[config.mk]
export PLATFORM = sky130hd
export DESIGN_NAME = utf8_code_point_decoder_top
export DESIGN_NICKNAME = d
export VERILOG_FILES = /design/src/design/u8d_pkg.sv /design/src/design/utf8_code_point_decoder_top.sv /design/src/design/u8d_in_stage.sv /design/src/design/u8d_decode.sv /design/src/design/u8d_out_stage.sv
export VERILOG_INCLUDE_DIRS = /design/src /design/src/design
export SDC_FILE = /design/constraint.sdc
export NUM_CORES = 1
export LEC_CHECK = 0
export BUFFER_PORTS_ARGS = -buffer_cell sky130_fd_sc_hd__buf_2
export CAP_MARGIN = 20
export CORE_MARGIN = 4
export CORE_UTILIZATION = 55
export CTS_CLUSTER_SIZE = 16
export DETAILED_ROUTE_END_ITERATION = 8
export GPL_ROUTABILITY_DRIVEN = 0
export PLACE_DENSITY = 0.76
export SLEW_MARGIN = 20
export SYNTH_ARGS = -nofsm -noshare
export SYNTH_HDL_FRONTEND = slang
export SYNTH_SLANG_ARGS = --single-unit
[constraint.sdc]
create_clock -name clk -period 3.1 [get_ports clk]
set_input_delay 0.155 -clock clk [delete_from_list [all_inputs] [get_ports clk]]
set_output_delay 0.155 -clock clk [all_outputs]
set_load 0.05 [all_outputs]
[src/design/assert_macros.svh]
// ---------------------------------------------------------------------------
// assert_macros.svh
// Shared concurrent assertion macros for the UTF-8 decoder RTL.
// ---------------------------------------------------------------------------
`ifndef ASSERT_MACROS_SVH
`define ASSERT_MACROS_SVH

// Same-cycle implication, disabled while reset is asserted
`define ASSERT_IMPLIES(label, clk, rst_n, ante, cons) \
  label: assert property (@(posedge clk) disable iff (!rst_n) (ante) |-> (cons)) \
    else $error("assertion failed: same-cycle implication");

// Next-cycle implication, disabled while reset is asserted
`define ASSERT_NEXT(label, clk, rst_n, ante, cons) \
  label: assert property (@(posedge clk) disable iff (!rst_n) (ante) |=> (cons)) \
    else $error("assertion failed: next-cycle implication");

`endif

[src/design/u8d_pkg.sv]
// ---------------------------------------------------------------------------
// u8d_pkg
// Types and constants shared by the UTF-8 code point decoder modules.
// ---------------------------------------------------------------------------
`default_nettype none

package u8d_pkg;

  localparam int unsigned ByteW  = 8;
  localparam int unsigned CpW    = 21;
  localparam int unsigned CountW = 10;
  localparam int unsigned PendW  = 2;

  // Configuration reset value
  localparam logic [CountW-1:0] MaxCharsRst = 10'd128;

  // Lead byte classification masks and patterns
  localparam logic [ByteW-1:0] Lead2Mask = 8'hE0;
  localparam logic [ByteW-1:0] Lead2Pat  = 8'hC0;
  localparam logic [ByteW-1:0] Lead2Data = 8'h1F;
  localparam logic [ByteW-1:0] Lead3Mask = 8'hF0;
  localparam logic [ByteW-1:0] Lead3Pat  = 8'hE0;
  localparam logic [ByteW-1:0] Lead3Data = 8'h0F;
  localparam logic [ByteW-1:0] Lead4Mask = 8'hF8;
  localparam logic [ByteW-1:0] Lead4Pat  = 8'hF0;
  localparam logic [ByteW-1:0] Lead4Data = 8'h07;
  localparam logic [ByteW-1:0] ContMask  = 8'hC0;
  localparam logic [ByteW-1:0] ContPat   = 8'h80;
  localparam logic [ByteW-1:0] ContData  = 8'h3F;
  localparam logic [ByteW-1:0] AsciiData = 8'h7F;

  // Substitute character '*' for malformed input
  localparam logic [CpW-1:0] SubstChar = 21'h00002A;

  // Continuation bytes still awaited
  localparam logic [PendW-1:0] PendNone  = 2'd0;
  localparam logic [PendW-1:0] PendOne   = 2'd1;
  localparam logic [PendW-1:0] PendTwo   = 2'd2;
  localparam logic [PendW-1:0] PendThree = 2'd3;

  // Decode result handed to the output register
  typedef struct packed {
    logic           emit;
    logic [CpW-1:0] code_point;
    logic           bad;
  } dec_result_t;

endpackage

`default_nettype wire

[src/design/utf8_code_point_decoder_top.sv]
// ---------------------------------------------------------------------------
// utf8_code_point_decoder_top
// UTF-8 byte stream to code point decoder, one byte per clock.
// ---------------------------------------------------------------------------
// Accepts one byte per clock and returns at most one 21-bit code point per
// byte. An accepted byte is held in the input register, decoded against the
// sequence state and loaded into the result register once that register is
// free or being drained; the result register drives out_valid. The sustained
// rate is one byte per cycle; it drops only while the result register holds
// a transaction that the consumer has not taken, which holds back the input
// register. Write max_chars only while the block is idle.
`default_nettype none
`include "assert_macros.svh"

module utf8_code_point_decoder_top (
  input  wire logic                        clk,
  input  wire logic                        rst_n,
  input  wire logic                        in_valid,
  output logic                             in_ready,
  input  wire logic [u8d_pkg::ByteW-1:0]   in_byte,
  output logic                             out_valid,
  input  wire logic                        out_ready,
  output logic [u8d_pkg::CpW-1:0]          out_code_point,
  output logic                             out_bad_sequence,
  input  wire logic                        cfg_wr_en,
  input  wire logic [u8d_pkg::CountW-1:0]  cfg_wr_data
);

  logic [u8d_pkg::CountW-1:0] max_chars_r;
  logic                       stage_valid;
  logic [u8d_pkg::ByteW-1:0]  stage_byte;
  logic                       advance;
  u8d_pkg::dec_result_t       dec_res;

  // Configuration register
  always_ff @(posedge clk) begin
    if (!rst_n) begin
      max_chars_r <= u8d_pkg::MaxCharsRst;
    end else if (cfg_wr_en) begin
      max_chars_r <= cfg_wr_data;
    end
  end

  // Byte leaves the stage when the result register can take its output
  assign advance = stage_valid && (!out_valid || out_ready);

  u8d_in_stage u_in (
    .clk         (clk),
    .rst_n       (rst_n),
    .in_valid    (in_valid),
    .in_ready    (in_ready),
    .in_byte     (in_byte),
    .advance     (advance),
    .stage_valid (stage_valid),
    .stage_byte  (stage_byte)
  );

  u8d_decode u_dec (
    .clk        (clk),
    .rst_n      (rst_n),
    .advance    (advance),
    .stage_byte (stage_byte),
    .max_chars  (max_chars_r),
    .result     (dec_res)
  );

  u8d_out_stage u_out (
    .clk              (clk),
    .rst_n            (rst_n),
    .load             (advance && dec_res.emit),
    .result           (dec_res),
    .out_valid        (out_valid),
    .out_ready        (out_ready),
    .out_code_point   (out_code_point),
    .out_bad_sequence (out_bad_sequence)
  );

  // Assertions
  `ASSERT_IMPLIES(a_bad_is_subst, clk, rst_n, out_valid && out_bad_sequence, out_code_point == u8d_pkg::SubstChar)
  `ASSERT_IMPLIES(a_stall_holds_stage, clk, rst_n, out_valid && !out_ready, !advance)
  `ASSERT_NEXT(a_emit_shows, clk, rst_n, advance && dec_res.emit, out_valid)
  `ASSERT_IMPLIES(a_empty_stage_ready, clk, rst_n, !stage_valid, in_ready)

endmodule

`default_nettype wire

[src/design/u8d_in_stage.sv]
// ---------------------------------------------------------------------------
// u8d_in_stage
// Input register: holds one accepted byte until the decoder consumes it.
// ---------------------------------------------------------------------------
`default_nettype none

module u8d_in_stage (
  input  wire logic                        clk,
  input  wire logic                        rst_n,
  input  wire logic                        in_valid,
  output logic                             in_ready,
  input  wire logic [u8d_pkg::ByteW-1:0]   in_byte,
  input  wire logic                        advance,
  output logic                             stage_valid,
  output logic [u8d_pkg::ByteW-1:0]        stage_byte
);

  logic                      valid_r;
  logic                      valid_nxt;
  logic [u8d_pkg::ByteW-1:0] byte_r;
  logic                      take;

  // Stage is free when empty or being drained this cycle
  assign in_ready = !valid_r || advance;
  assign take     = in_valid && in_ready;

  always_comb begin
    valid_nxt = valid_r;
    if (take) begin
      valid_nxt = 1'b1;
    end else if (advance) begin
      valid_nxt = 1'b0;
    end
  end

  always_ff @(posedge clk) begin
    if (!rst_n) begin
      valid_r <= 1'b0;
    end else begin
      valid_r <= valid_nxt;
    end
  end

  // Payload, no reset
  always_ff @(posedge clk) begin
    if (take) begin
      byte_r <= in_byte;
    end
  end

  assign stage_valid = valid_r;
  assign stage_byte  = byte_r;

endmodule

`default_nettype wire

[src/design/u8d_decode.sv]
// ---------------------------------------------------------------------------
// u8d_decode
// Sequence state and combinational byte decode.
// ---------------------------------------------------------------------------
`default_nettype none

module u8d_decode (
  input  wire logic                        clk,
  input  wire logic                        rst_n,
  input  wire logic                        advance,
  input  wire logic [u8d_pkg::ByteW-1:0]   stage_byte,
  input  wire logic [u8d_pkg::CountW-1:0]  max_chars,
  output u8d_pkg::dec_result_t             result
);

  logic [u8d_pkg::PendW-1:0]  pend_r,    pend_nxt;
  logic [u8d_pkg::CpW-1:0]    partial_r, partial_nxt;
  logic [u8d_pkg::CountW-1:0] count_r,   count_nxt;
  logic [u8d_pkg::CpW-1:0]    shifted;
  logic [u8d_pkg::ByteW-1:0]  b;

  assign b       = stage_byte;
  // Six more payload bits from a continuation byte
  assign shifted = {partial_r[u8d_pkg::CpW-7:0], b[5:0]};

  // Next state and result for the byte in the stage
  always_comb begin
    pend_nxt          = pend_r;
    partial_nxt       = partial_r;
    count_nxt         = count_r;
    result.emit       = 1'b0;
    result.code_point = '0;
    result.bad        = 1'b0;

    if (b == '0) begin
      // terminator: clear everything, no output
      pend_nxt    = u8d_pkg::PendNone;
      partial_nxt = '0;
      count_nxt   = '0;
    end else if (count_r >= max_chars) begin
      // limit reached: drop byte
    end else if (pend_r == u8d_pkg::PendNone) begin
      if ((b & u8d_pkg::Lead2Mask) == u8d_pkg::Lead2Pat) begin
        partial_nxt = {13'd0, b & u8d_pkg::Lead2Data};
        pend_nxt    = u8d_pkg::PendOne;
      end else if ((b & u8d_pkg::Lead3Mask) == u8d_pkg::Lead3Pat) begin
        partial_nxt = {13'd0, b & u8d_pkg::Lead3Data};
        pend_nxt    = u8d_pkg::PendTwo;
      end else if ((b & u8d_pkg::Lead4Mask) == u8d_pkg::Lead4Pat) begin
        partial_nxt = {13'd0, b & u8d_pkg::Lead4Data};
        pend_nxt    = u8d_pkg::PendThree;
      end else if (b[7]) begin
        // stray continuation or invalid lead
        result.emit       = 1'b1;
        result.code_point = u8d_pkg::SubstChar;
        result.bad        = 1'b1;
      end else begin
        result.emit       = 1'b1;
        result.code_point = {13'd0, b & u8d_pkg::AsciiData};
      end
    end else if ((b & u8d_pkg::ContMask) == u8d_pkg::ContPat) begin
      pend_nxt = pend_r - u8d_pkg::PendOne;
      if (pend_r == u8d_pkg::PendOne) begin
        result.emit       = 1'b1;
        result.code_point = shifted;
        partial_nxt       = '0;
      end else begin
        partial_nxt = shifted;
      end
    end else begin
      // broken sequence: byte consumed, substitute emitted
      pend_nxt          = u8d_pkg::PendNone;
      partial_nxt       = '0;
      result.emit       = 1'b1;
      result.code_point = u8d_pkg::SubstChar;
      result.bad        = 1'b1;
    end

    if (result.emit) begin
      count_nxt = count_r + 1'b1;
    end
  end

  // State update only when a byte leaves the stage
  always_ff @(posedge clk) begin
    if (!rst_n) begin
      pend_r    <= u8d_pkg::PendNone;
      partial_r <= '0;
      count_r   <= '0;
    end else if (advance) begin
      pend_r    <= pend_nxt;
      partial_r <= partial_nxt;
      count_r   <= count_nxt;
    end
  end

endmodule

`default_nettype wire

[src/design/u8d_out_stage.sv]
// ---------------------------------------------------------------------------
// u8d_out_stage
// Result register with valid/ready handshake toward the consumer.
// ---------------------------------------------------------------------------
`default_nettype none

module u8d_out_stage (
  input  wire logic                        clk,
  input  wire logic                        rst_n,
  input  wire logic                        load,
  input  wire u8d_pkg::dec_result_t        result,
  output logic                             out_valid,
  input  wire logic                        out_ready,
  output logic [u8d_pkg::CpW-1:0]          out_code_point,
  output logic                             out_bad_sequence
);

  logic                    valid_r;
  logic                    valid_nxt;
  logic [u8d_pkg::CpW-1:0] cp_r;
  logic                    bad_r;

  // Load wins; otherwise drop valid once the transaction completes
  always_comb begin
    valid_nxt = valid_r;
    if (load) begin
      valid_nxt = 1'b1;
    end else if (out_ready) begin
      valid_nxt = 1'b0;
    end
  end

  always_ff @(posedge clk) begin
    if (!rst_n) begin
      valid_r <= 1'b0;
    end else begin
      valid_r <= valid_nxt;
    end
  end

  always_ff @(posedge clk) begin
    if (load) begin
      cp_r  <= result.code_point;
      bad_r <= result.bad;
    end
  end

  assign out_valid        = valid_r;
  assign out_code_point   = cp_r;
  assign out_bad_sequence = bad_r;

endmodule

`default_nettype wire
**Word-level counts from Yosys, hierarchy flattened**

Index checks and enable logic that the tools add are counted.
Widths: inputs -> output; s select.

- Bits in registers: 69
- Input bits: 23
- Output and inout port bits: 24

- Add/subtract/negate cells: 2
- Order comparisons: 1
- Equal/unequal tests: 7
- Muxes and demuxes: 32
- Reduce and logical (&&, ||, !) cells: 15

Operators with widths:

| operator | count |
|---|---|
| $mux 23 | 6 |
| $mux 15 | 8 |
| $mux 22 | 2 |
| $mux 10 | 2 |
| $mux 2 | 7 |
| $add 10x1->10 const B | 1 |
| $ge 10x10->1 | 1 |
| $logic_not 8->1 | 1 |
| $mux 7 | 1 |
| $mux 1 | 6 |
| $reduce_bool 2->1 | 3 |
| $eq 5x5->1 const B | 1 |
| $ne 5x4->1 const B | 1 |
| $eq 4x4->1 const B | 1 |
| $eq 3x3->1 const B | 1 |
| $logic_and 1x1->1 | 3 |
| $reduce_and 3->1 | 1 |
| $eq 2x1->1 const B | 1 |
| $eq 2x2->1 const B | 1 |
| $logic_not 1->1 | 2 |
| $logic_not 2->1 | 1 |
| $logic_or 1x1->1 | 2 |
| $ne 2x1->1 const B | 1 |
| $reduce_and 2->1 | 1 |
| other kinds (2) | 2 |

**Depth between registers and ports, before layout**

Gate-level depths: netlist (run 1).

- Word-level depth: 9
- Mapped depth: 10
- Depth with buffers taken out: 8

**By module**

Synthesis (run 1) repeated with hierarchy kept, for this count alone.

- Cell total of the unflattened synthesis: 293
- Area total of the unflattened synthesis: 3199.3 sq um

Modules (own cells, without submodules):

| module | instances | cells an instance | area an instance (sq um) |
|---|---|---|---|
| u8d_decode | 1 | 221 | 1809.2 |
| u8d_out_stage | 1 | 25 | 701.9 |
| utf8_code_point_decoder_top | 1 | 34 | 390.4 |
| u8d_in_stage | 1 | 13 | 297.8 |

**Worst setup path after synthesis (run 1)**

Ideal clock, no wire load.

- Path kind: register -> register
- Start point: register max_chars_r[7] (netlist name)
- End point: register u_out.bad_r (netlist: u_out.out_bad_sequence), enable pin
- Arrival time: 2453 ps
- Required time: 2699 ps
- Setup slack: 246 ps
- Cell stages (with the launch flop): 9
- Buffers on the path: 1
- Cells stage by stage: dfxtp_1 -> inv_1 -> ha_1 -> a211o_1 -> o211ai_1 -> o311a_2 -> nand3_1 -> buf_2 -> nor2_1

- Word-level cells in the longest chain between the ends: 4

RTL lines:

| element | line | RTL |
|---|---|---|
| start, declared | utf8_code_point_decoder_top.sv:29 | `logic [u8d_pkg::CountW-1:0] max_chars_r;` |
| start signal, assigned | utf8_code_point_decoder_top.sv:38 | `max_chars_r <= u8d_pkg::MaxCharsRst;` |
| start signal, assigned | utf8_code_point_decoder_top.sv:40 | `max_chars_r <= cfg_wr_data;` |
| $ge 10x10->1 | u8d_decode.sv:40 | `end else if (count_r >= max_chars) begin` |
| $mux 23 | u8d_decode.sv:40 |  |
| $mux 23 | u8d_decode.sv:35 | `if (b == '0) begin` |
| $logic_and 1x1->1 | utf8_code_point_decoder_top.sv:70 | `.load (advance && dec_res.emit),` |
| named net u_out.load | u8d_out_stage.sv:10 | `input wire logic load,` |
| end signal, assigned | u8d_out_stage.sv:44 | `bad_r <= result.bad;` |
| end, declared | u8d_out_stage.sv:21 | `logic bad_r;` |

The timed path passes the listed nets, and every way through them passes these cells.
A chain may end at the register's enable or synchronous reset.

**Worst setup path in the final report (run 1)**

- Start point: register u_dec.count_r[0] (netlist name)
- End point: register u_out.cp_r, in the netlist u_out.out_code_point[10], enable pin

- Word-level cells in the longest chain between the ends: 4

RTL lines:

| element | line | RTL |
|---|---|---|
| start, declared | u8d_decode.sv:18 | `logic [u8d_pkg::CountW-1:0] count_r, count_nxt;` |
| start signal, assigned | u8d_decode.sv:93 | `count_r <= count_nxt;` |
| $ge 10x10->1 | u8d_decode.sv:40 |  |
| $mux 23 | u8d_decode.sv:40 |  |
| $mux 23 | u8d_decode.sv:35 |  |
| $logic_and 1x1->1 | utf8_code_point_decoder_top.sv:70 |  |
| named net u_out.load | u8d_out_stage.sv:10 |  |
| end signal, assigned | u8d_out_stage.sv:43 | `cp_r <= result.code_point;` |
| end, declared | u8d_out_stage.sv:20 | `logic [u8d_pkg::CpW-1:0] cp_r;` |

The timed path passes the listed nets, and every way through them passes these cells.

==> results of run 1 <==
## synthesized netlist by cell type, types with 3 or more instances
library cell	n
nand2_1	41
dfxtp_1	39
edfxtp_1	30
o21ai_0	30
nand3_1	21
inv_1	20
and2_1	17
a21oi_1	14
ha_1	13
nor2_1	12
nor2b_1	12
mux2i_1	9
buf_2	6
clkbuf_1	5
nand4_1	5
nor3b_1	4
and3_1	3
buf_6	3
nand2b_1	3
o21ai_1	3
o22ai_1	3
or3_1	3
## cell type report
type	count	area [um2]
clock buffers	12	166
flip-flops and latches	69	1680
clock inverters	4	45.0
multi-input cells	223	1410
well taps	72	90.1
inverters	20	75.1
fillers	465	1830
repair buffers	58	340
## through the flow
step	power, uW	util, %	instances	setup slack (ns)	cell area (um2)
finish	1990	67.5	458	0.616	3810
global route	2080	67.5	458	0.483	3810
CTS	2010	67.5	458	0.620	3810
detailed placement	1260	62.3	434	0.650	3520
global placement	1250	62.3	434	0.714	3520
floorplan	1210	-	330	0.246	3270
## registers in the layout, indices dropped and copies added (netlist names)
register and cells:
u_in.stage_byte 8, u_in.stage_valid 1, max_chars_r 10, u_dec.partial_r 15
u_out.out_bad_sequence 1, u_dec.pend_r 2, u_dec.count_r 10, u_out.out_valid 1
u_out.out_code_point 21
## power by group
group / leakage, uW / internal (uW) / switching [uW]
clock network: 0.000103 / 437 / 310
registers: 0.000603 / 988 / 25.0
logic: 0.000808 / 78.4 / 154
## path summary, 6_finish.rpt
kind | start | end | cells after the start
worst max-delay path | u_dec.count_r[0] | u_out.out_code_point[10] | 8
worst min-delay path | cfg_wr_data[7] | max_chars_r[7] | 3
worst max register to register | u_dec.count_r[0] | u_out.out_code_point[10] | 8
worst min register to register | u_dec.partial_r[12] | u_dec.partial_r[12] | 2
## layer usage
layer  GRT usage [%]  vias to the layer above  routed length [um]
met5               0                        -                   0
met1            22.3                     1125                2660
met3            4.95                        6                 379
met2            28.2                       67                2840
li1                -                     1259                   -
met4            6.47                        0                  70
## cell usage in the layout (no fill, tap or decap), drive strengths merged, types with 13 or more instances in the layout
| master | synthesis | routed |
|---|---|---|
| and2 | 17 | 17 |
| inv | 20 | 20 |
| edfxtp | 30 | 30 |
| buf | 12 | 50 |
| a21oi | 15 | 15 |
| dfxtp | 39 | 39 |
| ha | 13 | 13 |
| nand2 | 41 | 41 |
| o21ai | 33 | 33 |
| nand3 | 21 | 21 |
## worst reg2reg max path, delay by kind of cell, from the launching register on
family	cells	cell delay, ns
flip-flops	1	0.41
AO/OA/AOI/OAI	2	0.45
adder cells (fa/ha/maj)	1	0.27
AND/OR/NAND/NOR	3	0.68
buffers and inverters	2	0.36
## logic make-up after synthesis
group,synth area share [%]
buffers and inverters,5.55
muxes,2.76
adders and majority gates,4.98
AOI/OAI and AO/OA,13.2
DFF,51.4
and+or+nand+nor,21.3
xor gates and xnor gates,0.804
## what timing repair did
action,CTS,global route
hold endpoints to repair,8,0
hold buffers,8,0
setup buffers,0,0
==> summary.md, run 1 <==
| Metric | Value |
|---|---|
| Status | `finished, final reports clean` |
| Final setup viols | `0` |
| Starting density of the core | `just under 60%` |
| Worst EP required | `3.12 ns` |
| Slew @ Worst Pin | `about 0.55 ns` |
| Min Tclk post-route | `~2.5 ns` |
| Htree depth | `3` |
| Crit path buf inv count | `2` |
| CP delay by family, top | `simple AND/OR/NAND/NOR gates` |
| Root Buffer | `clkbuf_8` |
| Max VDD drop | `0.000286 V` |
| Total vias in the final route | `between 2k and 2.5k` |
| Largest net degree at the start of global routing | `23` |
| Syn Inst Count | `between 300 and 400` |
| Syn Area/Cell | `approximately 9.9 um2` |
| Leakage | `0.00151 uW` |
| Routed Antenna Nets | `0` |
| Post-synth EDFFs | `30` |
| Ant. Diodes | `0` |
| Global Route Usage Sum | `about 17%` |
| Core Region | `5640 um2` |
| Via-to-Cell Ratio | `5.36` |
| Worst EP arrival | `~2.5 ns` |
| Crit path max fanout | `22` |
| Critical path endpoint category | `flop` |
| Hold Vio Cnt, Final | `0` |
| Setup_tns | `0 ns` |
| DRC violations left | `0` |
| CP startpoint kind | `flop` |
| Syn nets | `366` |
| Fmax | `between 0.4 and 0.5 GHz` |
| Clk slew on worst S/H paths | `roughly 0.07 ns` |
| Clock Tree Buf Depth | `2` |
| RSZ-0062 raised after global routing | `no` |
| Cell taking the most area after synthesis | `edfxtp_1` |
| CP max-delay cell | `dfxtp_1` |
| First-pass GRT wire length | `10.2 mm` |
| Layout cells sized above 1 | `18.9%` |
| Max Clock Skew | `approximately 0.0072 ns` |
| MaxCap Viol Count | `0` |
| Yosys warnings | `0` |
| Antenna violations before repair | `0` |
| Mapped cell area | `3270 um2` |
| Async set-reset flop share out of synthesis | `0%` |
| IO Count | `47` |
| # rows | `27` |
| Hold Path Class | `in2reg` |
| Ys flop type | `dfxtp_1` |
| Slew Viols, Final | `0` |
| Critical path cell sequence | `inv_1 > ha_1 > nand2b_1 > a21oi_1 > o311a_2 > nand3_1 > nor2_2 > buf_4` |
| R2R setup slack | `roughly 0.6 ns` |
| Chip Height | `about 85 um` |
| Clk sink count | `approximately 70` |
| CTS tree | `yes` |
| WL/cell | `between 10 and 15 um` |
| Unique masters post-synth | `50` |
| Seq cells post-synth | `around 70` |
| Max stage delay on crit path | `about 0.4 ns` |
| Vias in the first global route | `approximately 2.3k` |
| Nets | `417` |
| Tcrit/Tclk final | `between 80% and 90%` |
| Slew headroom | `a little over three fifths` |
| PortBufs | `46` |
| Total CTS buffers | `9` |
| Yosys top cell area share | `between 20% and 30%` |
| DRT iter0 DRCs | `126` |
| HPWL after detailed placement | `4.16 mm` |
| PD cells | `between 500 and 600 nW/um2` |
| Top cells by area, synth | `edfxtp_1 (28%), dfxtp_1 (24%), ha_1 (5.0%)` |
| Worst Path Class, Setup | `reg2reg` |
| Die area | `7240 um2` |
| Cts repair resizes | `0` |
| Clock Latency Late Sink | `0.34 ns` |
| DR pass1 iterations | `4` |
| GRT overflow | `0` |
| Hold slack | `slightly below 0.06 ns` |
| Sequential fraction of the synthesis area | `approximately 51%` |
| Layout area overhead | `16.5%` |
| Final wirelength | `5.95 mm` |
| Chip width | `around 85 um` |
(Power assumes the default switching activity.)
==> run 2, diff against run 1 <==
- clock period: 3.1 -> 2.45 ns (I/O delays scaled with it)
==> summary.md, run 2 (synthesized netlist as in run 1, its figures left out) <==
| Metric | Value |
|---|---|
| Leakage | `0.00154 uW (+1.9%)` |
| Slew Viols, Final | `0 (unchanged)` |
| Fill count | `444 (-4.5%)` |
| Clock Tree Buf Depth | `2 (unchanged)` |
| DRC violations left | `0 (unchanged)` |
| First-pass GRT wire length | `10.6 mm (+4.6%)` |
| Slew @ Worst Pin | `0.595 ns (+0.0461 ns)` |
| HPWL after detailed placement | `4.44 mm (+6.7%)` |
| DR pass1 iterations | `4 (unchanged)` |
| Critical path cell sequence | `ha_1 > a211o_1 > o211ai_1 > o311a_2 > nand3_1 > buf_4 > nor2_4 > buf_12` |
| Post-place setup slack | `0.119 ns (-0.531 ns)` |
| Worst EP required | `2.49 ns (-0.63 ns)` |
| Global Route Usage Sum | `18.3% (+0.84 points)` |
| Final wirelength | `6.27 mm (+5.3%)` |
| Clock Latency Late Sink | `0.33 ns (about the same)` |
| Net Sw Frac | `24.3% (-0.27 points)` |
| Critical path endpoint category | `flop` |
| Core Region | `5640 um2 (unchanged)` |
| PortBufs | `46 (unchanged)` |
| Layout area overhead | `18.6%` |
| Hold Path Class | `in2reg` |
| Stages on worst setup path | `8 (unchanged)` |
| Largest net degree at the start of global routing | `33 (+43%)` |
| Fmax | `0.444 GHz (+10%)` |
| Setup_tns | `0 ns (unchanged)` |
| Register area | `1680 um2 (unchanged)` |
| Max stage delay on crit path | `0.40 ns (about the same)` |
| Worst Path Class, Setup | `reg2reg` |
| GRT overflow | `0 (unchanged)` |
| Chip width | `85.1 um (unchanged)` |
| CTS tree | `yes` |
| Clk slew on worst S/H paths | `0.07 ns (about the same)` |
| Clk sink count | `69 (unchanged)` |
| Die area | `7240 um2 (unchanged)` |
| Via-to-Cell Ratio | `5.35 (-0.25%)` |
| Power share of the clock group | `39.3% (+1.8 points)` |
| Vias in the first global route | `2,338 (+3.3%)` |
| Worst EP arrival | `2.29 ns (-0.21 ns)` |
| Antenna violations before repair | `0 (unchanged)` |
| Leading cell type in the layout, fill and taps excluded | `buf_2` |
| Layout cells sized above 1 | `20.1% (+1.1 points)` |
| PD cells | `676 nW/um2 (+29%)` |
| Commonest cells after routing, fill and taps aside | `buf_2 (46), nand2_1 (41), dfxtp_1 (39), o21ai_0 (30), edfxtp_1 (30)` |
| Worst r2r dst | `u_out.out_code_point[18]` |
| Final setup margin | `0.198 ns (-0.418 ns)` |
| CP delay by family, top | `compound AO/OA/AOI/OAI gates` |
| Status | `finished, final reports clean` |
| Crit Reg-Reg Startpoint | `u_dec.count_r[7]` |
| RSZ-0062 raised after global routing | `no` |
| Hold Vio Cnt, Final | `0 (unchanged)` |
| Chip Height | `85.1 um (unchanged)` |
| Max Clock Skew | `0.00887 ns (+0.00169 ns)` |
| Total CTS buffers | `9 (unchanged)` |
| Setup bufs post-CTS | `0 (unchanged)` |
| DRT iter0 DRCs | `202 (+60%)` |
| WL/cell | `13.6 um (+4.6%)` |
| Worst setup startpoint | `u_dec.count_r[7]` |
| Routed Antenna Nets | `0 (unchanged)` |
| Comb pwr share | `12.0% (+0.3 points)` |
| Tcrit/Tclk final | `91.9% (+12 points)` |
| CP startpoint kind | `flop` |
| Starting density of the core | `58.0% (unchanged)` |
| IO Count | `47 (unchanged)` |
| Total vias in the final route | `2,467 (+0.41%)` |
| Crit path max fanout | `22 (unchanged)` |
| Htree depth | `3 (unchanged)` |
| R2R setup slack | `0.20 ns (-0.42 ns)` |
| R2R depth | `8 (unchanged)` |
| Root Buffer | `clkbuf_8` |
| Pint | `1990 uW (+32%)` |
| Nets | `420 (+0.72%)` |
| Max VDD drop | `0.000363 V (+27%)` |
| # rows | `27 (unchanged)` |
| Ant. Diodes | `0 (unchanged)` |
| Max FFs per register | `21 (unchanged)` |
| Reg power frac | `48.7% (-2.1 points)` |
| Crit path buf inv count | `2 (unchanged)` |
| Psw | `637 uW (+30%)` |
| MaxCap Viol Count | `0 (unchanged)` |
| Final setup viols | `0 (unchanged)` |
| Multi-input gate area | `1420 um2 (+0.53%)` |
| CP max-delay cell | `dfxtp_1` |
| Setup crit end | `u_out.out_code_point[18]` |
| Min Tclk post-route | `2.25 ns (-0.232 ns)` |
| Slew headroom | `59.7% (-3.1 points)` |
[run 2: worst min-delay path, delay by kind of cell]
family	cells	cell delay, ns
AND/OR/NAND/NOR	1	0.05
buffers and inverters	1	0.08
AO/OA/AOI/OAI	1	0.07
[run 2: area by class of cell]
type / instances / area share [%]
timing repair buffer: 61 / 10.0
clock inverter: 4 / 1.84
multi-input combinational: 223 / 36.5
inverter: 20 / 1.94
sequential: 69 / 43.4
clock buffer: 12 / 4.00
tap: 72 / 2.32
[run 2: power by group through the flow]
| stage | sequential, uW | clock [uW] | combinational, uW |
|---|---|---|---|
| floorplan | 1360 | 0 | 164 |
| global placement | 1300 | 0 | 298 |
| detailed placement | 1300 | 0 | 305 |
| CTS | 1280 | 1060 | 316 |
| global route | 1280 | 1110 | 346 |
| finish | 1280 | 1030 | 315 |
[run 2: repair_timing]
action / CTS / global route
hold buffers: 8 / 0
endpoints found under the setup margin: 0 / 14
hold endpoints to repair: 8 / 0
resized for setup: 0 / 1
[run 2: how the worst min path moves through the flow]
stage | start | to | slack (ns) | cells after the start
finish | cfg_wr_data[7] | max_chars_r[7] | 0.03 | 3
detailed placement | in_byte[2] | u_in.stage_byte[2] | 0.30 | 1
global route | cfg_wr_data[2] | max_chars_r[2] | 0.04 | 3
CTS | cfg_wr_data[7] | max_chars_r[7] | 0.02 | 3
floorplan | in_byte[0] | u_in.stage_byte[0] | 0.22 | 0
global placement | in_byte[6] | u_in.stage_byte[6] | 0.30 | 1
[run 2: stage by stage]
step           cell area (um2)  power (uW)  hold slack, ns  cells  utilization [%]
6_report                  3880        2620          0.0287    461             68.7
5_1_grt                   3880        2740          0.0408    461             68.7
4_1_cts                   3870        2650          0.0192    461             68.7
3_5_place_dp              3570        1610           0.301    437             63.3
3_3_place_gp              3570        1600           0.299    437             63.3
2_1_floorplan             3280        1530           0.221    330                -
[run 2: metal layers]
metal	vias up	wire length, um	global-route usage (%)
met1	1141	2870	24.6
met5	-	0	0
met4	0	80	7.77
met2	55	3040	29.0
li1	1263	-	-
met3	8	279	3.30
